`src/sv/dle_framed_gps_report_deframer_defines.svh`:
```
// Assertion macros shared by the DLE framed report deframer RTL.
// Every macro assumes a clock named i_clk and an active-low reset named i_rst_n.
`ifndef DLE_FRAMED_GPS_REPORT_DEFRAMER_DEFINES_SVH
`define DLE_FRAMED_GPS_REPORT_DEFRAMER_DEFINES_SVH

// The consequent must hold in the same cycle as the antecedent.
`define DGRD_ASSERT_NOW(label, ante, cons, msg) \
    label: assert property (@(posedge i_clk) disable iff (!i_rst_n) \
        (ante) |-> (cons)) else $error(msg);

// The consequent must hold in the cycle after the antecedent.
`define DGRD_ASSERT_NEXT(label, ante, cons, msg) \
    label: assert property (@(posedge i_clk) disable iff (!i_rst_n) \
        (ante) |=> (cons)) else $error(msg);

`endif

```
`src/sv/dgrd_pkg.sv`:
```
// Package for the DLE framed report deframer: framing constants, frame mode
// type and the report record type. It depends on nothing else.
`default_nettype none

package dgrd_pkg;

    // Framing characters and report ids.
    localparam logic [7:0] CH_DLE      = 8'h10;
    localparam logic [7:0] CH_ETX      = 8'h03;
    localparam logic [7:0] ID_POSITION = 8'h4A;
    localparam logic [7:0] ID_VELOCITY = 8'h56;

    // A report needs the id byte plus this many data bytes.
    localparam int unsigned MIN_DATA_BYTES = 20;
    // A packet that stores this many bytes is dropped.
    localparam int unsigned MAX_PACKET_BYTES = 255;

    localparam int unsigned WORD_W = 32;

    // Report kind codes.
    localparam logic KIND_POSITION = 1'b0;
    localparam logic KIND_VELOCITY = 1'b1;

    typedef enum logic [1:0] {
        MODE_HUNT       = 2'd0,
        MODE_HUNT_DLE   = 2'd1,
        MODE_PACKET     = 2'd2,
        MODE_PACKET_DLE = 2'd3
    } t_mode;

    typedef struct packed {
        logic              kind;
        logic [WORD_W-1:0] latitude;
        logic [WORD_W-1:0] longitude;
        logic [WORD_W-1:0] altitude;
        logic [WORD_W-1:0] vertical_speed;
        logic [WORD_W-1:0] fix_time;
    } t_report;

endpackage

`default_nettype wire

```
`src/sv/dgrd_core.sv`:
```
// Byte framing state machine, unstuffing, pending data words and the stored
// report record. Depends on dgrd_pkg and the shared assertion macro header.
`default_nettype none

`include "dle_framed_gps_report_deframer_defines.svh"

module dgrd_core (
    input  wire logic             i_clk,
    input  wire logic             i_rst_n,
    input  wire logic             i_step,
    input  wire logic [7:0]       i_rx_byte,
    output logic                  o_emit,
    output dgrd_pkg::t_report     o_report
);
    import dgrd_pkg::*;

    t_mode             r_mode;
    t_mode             n_mode;
    logic [7:0]        r_count;
    logic [7:0]        n_count;
    logic [7:0]        r_report_id;
    logic [WORD_W-1:0] r_pend [4];
    t_report           r_stored;

    logic       store;
    logic       finish;
    logic [7:0] pos;
    logic [8:0] pos_inc;
    logic [7:0] pos_m1;
    logic [2:0] word_idx;
    logic       in_data;
    logic       slot_ok;
    logic [1:0] slot;
    logic       is_pos;
    logic       is_vel;
    logic       long_enough;

    // Decode what the current byte does in the current mode.
    always_comb begin
        store  = 1'b0;
        finish = 1'b0;
        pos    = r_count;
        case (r_mode)
            MODE_HUNT: begin
                store = 1'b0;
            end
            MODE_HUNT_DLE: begin
                store = (i_rx_byte != CH_DLE) && (i_rx_byte != CH_ETX);
                pos   = '0;
            end
            MODE_PACKET: begin
                store = (i_rx_byte != CH_DLE);
            end
            MODE_PACKET_DLE: begin
                finish = (i_rx_byte == CH_ETX);
                store  = (i_rx_byte != CH_ETX);
            end
            default: begin
                store = 1'b0;
            end
        endcase
    end

    assign pos_inc = {1'b0, pos} + 9'd1;

    // Next frame mode and stored byte count.
    always_comb begin
        n_mode  = r_mode;
        n_count = r_count;
        if (store) begin
            if (pos_inc >= 9'(MAX_PACKET_BYTES)) begin
                n_mode  = MODE_HUNT;
                n_count = '0;
            end else begin
                n_mode  = MODE_PACKET;
                n_count = pos_inc[7:0];
            end
        end else if (finish) begin
            n_mode  = MODE_HUNT;
            n_count = '0;
        end else begin
            case (r_mode)
                MODE_HUNT: begin
                    if (i_rx_byte == CH_DLE) begin
                        n_mode = MODE_HUNT_DLE;
                    end
                end
                MODE_HUNT_DLE: begin
                    n_mode = MODE_HUNT;
                end
                MODE_PACKET: begin
                    n_mode = MODE_PACKET_DLE;
                end
                default: begin
                    n_mode = r_mode;
                end
            endcase
        end
    end

    // Map a data byte position to its pending word; the clock bias word is skipped.
    assign pos_m1   = pos - 8'd1;
    assign word_idx = pos_m1[4:2];
    assign in_data  = (pos != '0) && (pos <= 8'(MIN_DATA_BYTES));
    assign slot_ok  = in_data && ((word_idx <= 3'd2) || (word_idx == 3'd4));
    assign slot     = (word_idx == 3'd4) ? 2'd3 : word_idx[1:0];

    // A finished packet updates the record if it is a known report of full length.
    assign is_pos      = (r_report_id == ID_POSITION);
    assign is_vel      = (r_report_id == ID_VELOCITY);
    assign long_enough = (r_count >= 8'(MIN_DATA_BYTES + 1));
    assign o_emit      = finish && long_enough && (is_pos || is_vel);

    always_comb begin
        o_report      = r_stored;
        o_report.kind = is_vel ? KIND_VELOCITY : KIND_POSITION;
        if (is_pos) begin
            o_report.latitude  = r_pend[0];
            o_report.longitude = r_pend[1];
            o_report.altitude  = r_pend[2];
        end else begin
            o_report.vertical_speed = r_pend[2];
        end
        o_report.fix_time = r_pend[3];
    end

    // Control state and the stored record.
    always_ff @(posedge i_clk) begin
        if (!i_rst_n) begin
            r_mode      <= MODE_HUNT;
            r_count     <= '0;
            r_report_id <= '0;
            r_stored    <= '0;
        end else if (i_step) begin
            r_mode  <= n_mode;
            r_count <= n_count;
            if (store && (pos == '0)) begin
                r_report_id <= i_rx_byte;
            end
            if (o_emit) begin
                r_stored <= o_report;
            end
        end
    end

    // Pending data words shift in one byte each, big-endian.
    always_ff @(posedge i_clk) begin
        for (int i = 0; i < 4; i++) begin
            if (i_step && store && slot_ok && (slot == 2'(i))) begin
                r_pend[i] <= {r_pend[i][WORD_W-9:0], i_rx_byte};
            end
        end
    end

    `DGRD_ASSERT_NOW(a_hunt_count_zero, (r_mode == MODE_HUNT) || (r_mode == MODE_HUNT_DLE), r_count == '0, "byte count not zero while hunting")
    `DGRD_ASSERT_NOW(a_packet_count_set, (r_mode == MODE_PACKET) || (r_mode == MODE_PACKET_DLE), r_count != '0, "byte count zero inside a packet")
    `DGRD_ASSERT_NOW(a_emit_at_etx, o_emit, (r_mode == MODE_PACKET_DLE) && (i_rx_byte == CH_ETX), "report emitted without DLE ETX")

endmodule

`default_nettype wire

```
`src/sv/dle_framed_gps_report_deframer.sv`:
```
// Top level of the DLE framed report deframer: input byte register, framing
// core and output record register. Depends on dgrd_pkg, dgrd_core and the macro header.
//
// Usage:
// The input channel takes one received serial byte per item on i_rx_byte,
// qualified by i_valid; the block holds it off with o_stall. The output channel
// presents one report record per item on the o_* fields, qualified by o_valid;
// the receiver holds it with i_stall. A record is produced only when a
// position or velocity report of at least twenty data bytes ends at DLE ETX;
// all other bytes produce nothing.
// An accepted byte is held in the input register until the framing core steps on
// it, and a record completed by its ETX byte is registered in the output record
// register and presented on o_valid. Throughput: one byte per cycle while the
// receiver does not stall a waiting record.
// When the receiver stalls a waiting record, the byte in the input register is
// held and o_stall rises until the record is taken.
// Synchronous reset returns the framing to hunting for a start DLE, clears the
// stored record to zero and empties both registers.
`default_nettype none

`include "dle_framed_gps_report_deframer_defines.svh"

module dle_framed_gps_report_deframer (
    input  wire logic                         i_clk,
    input  wire logic                         i_rst_n,
    input  wire logic                         i_valid,
    output logic                              o_stall,
    input  wire logic [7:0]                   i_rx_byte,
    output logic                              o_valid,
    input  wire logic                         i_stall,
    output logic                              o_report_kind,
    output logic [dgrd_pkg::WORD_W-1:0]       o_latitude_bits,
    output logic [dgrd_pkg::WORD_W-1:0]       o_longitude_bits,
    output logic [dgrd_pkg::WORD_W-1:0]       o_altitude_bits,
    output logic [dgrd_pkg::WORD_W-1:0]       o_vertical_speed_bits,
    output logic [dgrd_pkg::WORD_W-1:0]       o_fix_time_bits
);
    import dgrd_pkg::*;

    logic       r_in_valid;
    logic [7:0] r_in_byte;
    logic       r_out_valid;
    t_report    r_out;

    logic       advance;
    logic       in_accept;
    logic       emit;
    t_report    report;

    // The held byte moves on whenever the output register is free or draining.
    assign advance   = r_in_valid && (!r_out_valid || !i_stall);
    assign o_stall   = r_in_valid && !advance;
    assign in_accept = i_valid && !o_stall;

    // Input byte register.
    always_ff @(posedge i_clk) begin
        if (!i_rst_n) begin
            r_in_valid <= 1'b0;
        end else begin
            r_in_valid <= in_accept || (r_in_valid && !advance);
        end
    end

    always_ff @(posedge i_clk) begin
        if (in_accept) begin
            r_in_byte <= i_rx_byte;
        end
    end

    dgrd_core u_core (
        .i_clk     (i_clk),
        .i_rst_n   (i_rst_n),
        .i_step    (advance),
        .i_rx_byte (r_in_byte),
        .o_emit    (emit),
        .o_report  (report)
    );

    // Output record register.
    always_ff @(posedge i_clk) begin
        if (!i_rst_n) begin
            r_out_valid <= 1'b0;
        end else if (advance && emit) begin
            r_out_valid <= 1'b1;
        end else if (!i_stall) begin
            r_out_valid <= 1'b0;
        end
    end

    always_ff @(posedge i_clk) begin
        if (advance && emit) begin
            r_out <= report;
        end
    end

    assign o_valid               = r_out_valid;
    assign o_report_kind         = r_out.kind;
    assign o_latitude_bits       = r_out.latitude;
    assign o_longitude_bits      = r_out.longitude;
    assign o_altitude_bits       = r_out.altitude;
    assign o_vertical_speed_bits = r_out.vertical_speed;
    assign o_fix_time_bits       = r_out.fix_time;

    `DGRD_ASSERT_NOW(a_stall_needs_byte, o_stall, r_in_valid, "input stalled with no byte held")
    `DGRD_ASSERT_NOW(a_no_overwrite, r_out_valid && i_stall, !advance, "record overwritten")
    `DGRD_ASSERT_NEXT(a_emit_shows, advance && emit, o_valid, "emitted record not presented")

endmodule

`default_nettype wire

```
`config.mk`:
```
export PLATFORM = sky130hd
export DESIGN_NAME = dle_framed_gps_report_deframer
export DESIGN_NICKNAME = d
export VERILOG_FILES = /design/src/sv/dgrd_pkg.sv /design/src/sv/dgrd_core.sv /design/src/sv/dle_framed_gps_report_deframer.sv
export VERILOG_INCLUDE_DIRS = /design/src /design/src/sv
export SDC_FILE = /design/constraint.sdc
export NUM_CORES = 1
export LEC_CHECK = 0
export ABC_AREA = 1
export BUFFER_PORTS_ARGS = -buffer_cell sky130_fd_sc_hd__buf_2
export CORE_ASPECT_RATIO = 0.6
export CORE_MARGIN = 2
export CORE_UTILIZATION = 40
export CTS_CLUSTER_SIZE = 24
export DETAILED_ROUTE_END_ITERATION = 8
export PLACE_DENSITY = 0.63
export SETUP_SLACK_MARGIN = 0.5
export SLEW_MARGIN = 30
export SYNTH_ARGS = -nofsm -noshare
export SYNTH_HDL_FRONTEND = slang
export SYNTH_HIERARCHICAL = 1
export SYNTH_SLANG_ARGS = --single-unit
```
`constraint.sdc`:
```
create_clock -name i_clk -period 12.4 [get_ports i_clk]
set_clock_uncertainty 0.1 [all_clocks]
set_input_delay 0 -clock i_clk [delete_from_list [all_inputs] [get_ports i_clk]]
set_output_delay 0 -clock i_clk [all_outputs]
set_load 0.02 [all_outputs]
```
==> run_results.csv <==
group,metric,value,unit
synth,synth.avg_cell_area,9.81,sq um
synth,ys_top_cells_by_count,"nand2_1, inv_1, nor2_1",
floorplanning,die_h,166,microns
clocking,post_cts_buffers,0,
route,wl_met1,16.7,mm
worst_hold_path,hp-class,"input pin to flip-flop",
sta,hold_viol,0,
sta,layout_setup_ws,8.93,ns
pwr,power_density,149,mW/mm^2
critical_path,worstSetupPathType,"flip-flop to flip-flop",
route,ant_nets,0,
critical_path,crit_path_start,"r_in_byte[4]$_DFFE_PP_",
final_layout,seq_area,0.0119,sq mm
route,post_drt_wl_per_cell,13.9,microns
synth,synth_area,0.0174,sq mm
grt,grt_max_degree,257,
critical_path,r2r-start,"r_in_byte[4]$_DFFE_PP_",
placed_design,dp_slack,8.77,ns
critical_path,crit_fanout,60,
sta,min_period_over_period,28.0,%
synth,synthTopCellsByArea,"edfxtp_1, dfxtp_1, nand2_1, inv_1, nor2_1",
clocking,cts_inserted_buffers,44,
synth,yosysWarnings,6,
floorplanning,coreArea,0.0431,sq mm
sta,slew_headroom,43.4,%
pwr,power.total,3.05,mW
final_layout,fin_cells,2556,
floorplanning,io_pins,175,
clocking,cts-root-buf,"clkbuf_16",
clocking,clkSlewWorstSetupHoldPaths,0.07,ns
route,via_per_inst,4.49,
pwr,ir_drop,69.0,uV
route,highest-signal-layer,"met4",
sta,tns,0,ns
floorplanning,start_util,40.4,%
grt,grt_pass1_vias,10700,
run_status,status,"complete, no violations",
route,drc,0,
route,dr_total_vias,11500,
sta,finalSetupViolCount,0,
synth,ys_seq_area_share,68.3,%
placed_design,placedCellCount,2459,
synth,yosysTopAreaCell,"edfxtp_1",
placed_design,dpl.hpwl,22.2,mm
worst_hold_path,hold_start,"i_rx_byte[4]",
floorplanning,die_area,0.0452,sq mm
grt,antenna_found_initial,0,
critical_path,arrival,3.53,ns
critical_path,path_cells,"nor2_1 > nand3_1 > nor4_1 > nand3_1 > inv_1 > inv_1 > nor3_4 > buf_4 > buf_4",
sta,rsz0062_at_grt,"no",
sta,slew_violations,0,
critical_path,critPathBufInv,4,
clocking,cts.repair.resized,0,
final_layout,multi_input_area,0.00393,sq mm
sta,tightest_slew,0.849,ns
synth,synth.top_cell.area_share,51.3,%
grt,grt_pass1_wl,56.1,mm
synth,yosysUniqueCellTypes,27,
flow_run,cap_violations,0,
synth,synth_async_sr_flop_share,0,%
route,dr_wl_met2,16.4,mm
sta,min_period,3.47,ns
route,first_pass_iters,5,
grt,grt-ovfl-total,0,
clocking,cts_tree,"built",
synth,synthCells,1773,
critical_path,cp-end-kind,"flip-flop",
critical_path,cpMaxStageDelayCell,"buf_4",
synth,synth-main-ff-cell,"edfxtp_1",
route,met3_length,1.88,mm
floorplanning,std_cell_rows,59,
critical_path,required,12.46,ns
synth,synth_edf_count,297,
clocking,cts_buffer_depth,3,
critical_path,cpLargestDelayFamily,"buffers and inverters",
final_layout,fillers,3929,
final_layout,area_growth,17.4,%
clocking,worstSkewPairLatency,0.54,ns
final_layout,drive_above_1_share,13.7,%
synth,synthMostInstantiatedCell,"nand2_1",
final_layout,diodes,0,
placed_design,place.gp.congestion,0.807,
critical_path,max_stage_delay,0.66,ns
clocking,cts-htree-levels,2,
route,drtIter0Drc,1014,
grt,track_usage,15.7,%
placed_design,io_buffers,174,
critical_path,cp-start-kind,"flip-flop",
route,drt-total-wl,35.5,mm
final_layout,final_nets,1956,
sta,fmax,288,MHz
clocking,numClockSinks,445,
synth,syn_nets,1788,
floorplanning,die_w,273,microns
synth,ys_seq_elements,445,
pwr,p_leak,9.27,nW
## registers in the layout, indices dropped and copies added, names as in the netlist
name and cells:
u_core/r_count 8, o_valid 1, o_fix_time_bits 32, u_core/r_stored 128, o_report_kind 1, u_core/r_pend 128
r_in_byte 8, o_vertical_speed_bits 32, o_altitude_bits 32, r_in_valid 1, u_core/r_mode 2, u_core/r_report_id 8
o_longitude_bits 32, o_latitude_bits 32
## per-stage QoR
| step | instance area, sq um | utilization (%) | hold slack, ns |
|---|---|---|---|
| floorplan | 17400 | - | -0.00237 |
| global placement | 18600 | 43.2 | 0.0806 |
| detailed placement | 18600 | 43.2 | 0.0865 |
| CTS | 20300 | 47.2 | 0.0546 |
| global route | 20400 | 47.4 | 0.0617 |
| finish | 20400 | 47.4 | 0.0722 |
## cell type report
class / instances / area share [%]
Clock buffer: 59 / 6.16
Clock inverter: 23 / 1.67
Inverter: 303 / 5.57
Multi-Input combinational cell: 949 / 19.2
Sequential cell: 445 / 58.1
Tap cell: 579 / 3.54
Timing Repair Buffer: 198 / 5.71
## cells by family after synthesis
logic type      after synthesis  share of synthesized area [%]
simple gates                781                           17.3
flops                       445                           68.3
buf+inv                     379                           9.38
compound gates              162                           4.70
xor+xnor                      3                          0.151
fa+ha+maj                     3                          0.216
## final timing paths
check | endpoint | slack (ns) | cells past startpoint
hold reg to reg | o_fix_time_bits[29]$_DFFE_PP_ | 0.32 | 0
setup / recovery | o_longitude_bits[23]$_DFFE_PP_ | 8.93 | 9
hold / removal | r_in_byte[4]$_DFFE_PP_ | 0.07 | 2
setup reg to reg | o_longitude_bits[23]$_DFFE_PP_ | 8.93 | 9
## cell usage in the layout, fill, tap and decap left out, types with 25 or more instances in the layout
cell type / n
edfxtp_1: 297
nand3_1: 25
o21ai_1: 50
inv_1: 302
clkbuf_16: 45
buf_2: 173
nor2_1: 298
dfxtp_1: 148
nand2_1: 440
o21ai_0: 95
## timing repair
| item | in CTS | in global routing |
|---|---|---|
| hold buffers | 12 | 0 |
| endpoints found under the setup margin | 0 | 0 |
| hold endpoints to repair | 78 | 0 |
## worst register-to-register path: stages (launching register included)
cell and delay (ns):
edfxtp_1 0.50, nor2_1 0.20, nand3_1 0.12, nor4_1 0.25, nand3_1 0.19, inv_1 0.09, inv_1 0.07, nor3_4 0.17
buf_4 0.63, buf_4 0.70
## metal layers
layer  up-vias  GRT usage [%]
met2       239           25.7
met4         0           3.80
met1      5325           21.5
li1       5868              -
met3        48           3.07
met5         -              0
## where the power goes
group / internal [mW] / leakage [nW] / switching, mW
Sequential: 1.57 / 3.89 / 0.00337
Combinational: 0.0102 / 4.59 / 0.0175
Clock: 0.886 / 0.789 / 0.567
Total: 2.46 / 9.27 / 0.588
Note: power is estimated with default switching activity, not from simulation.
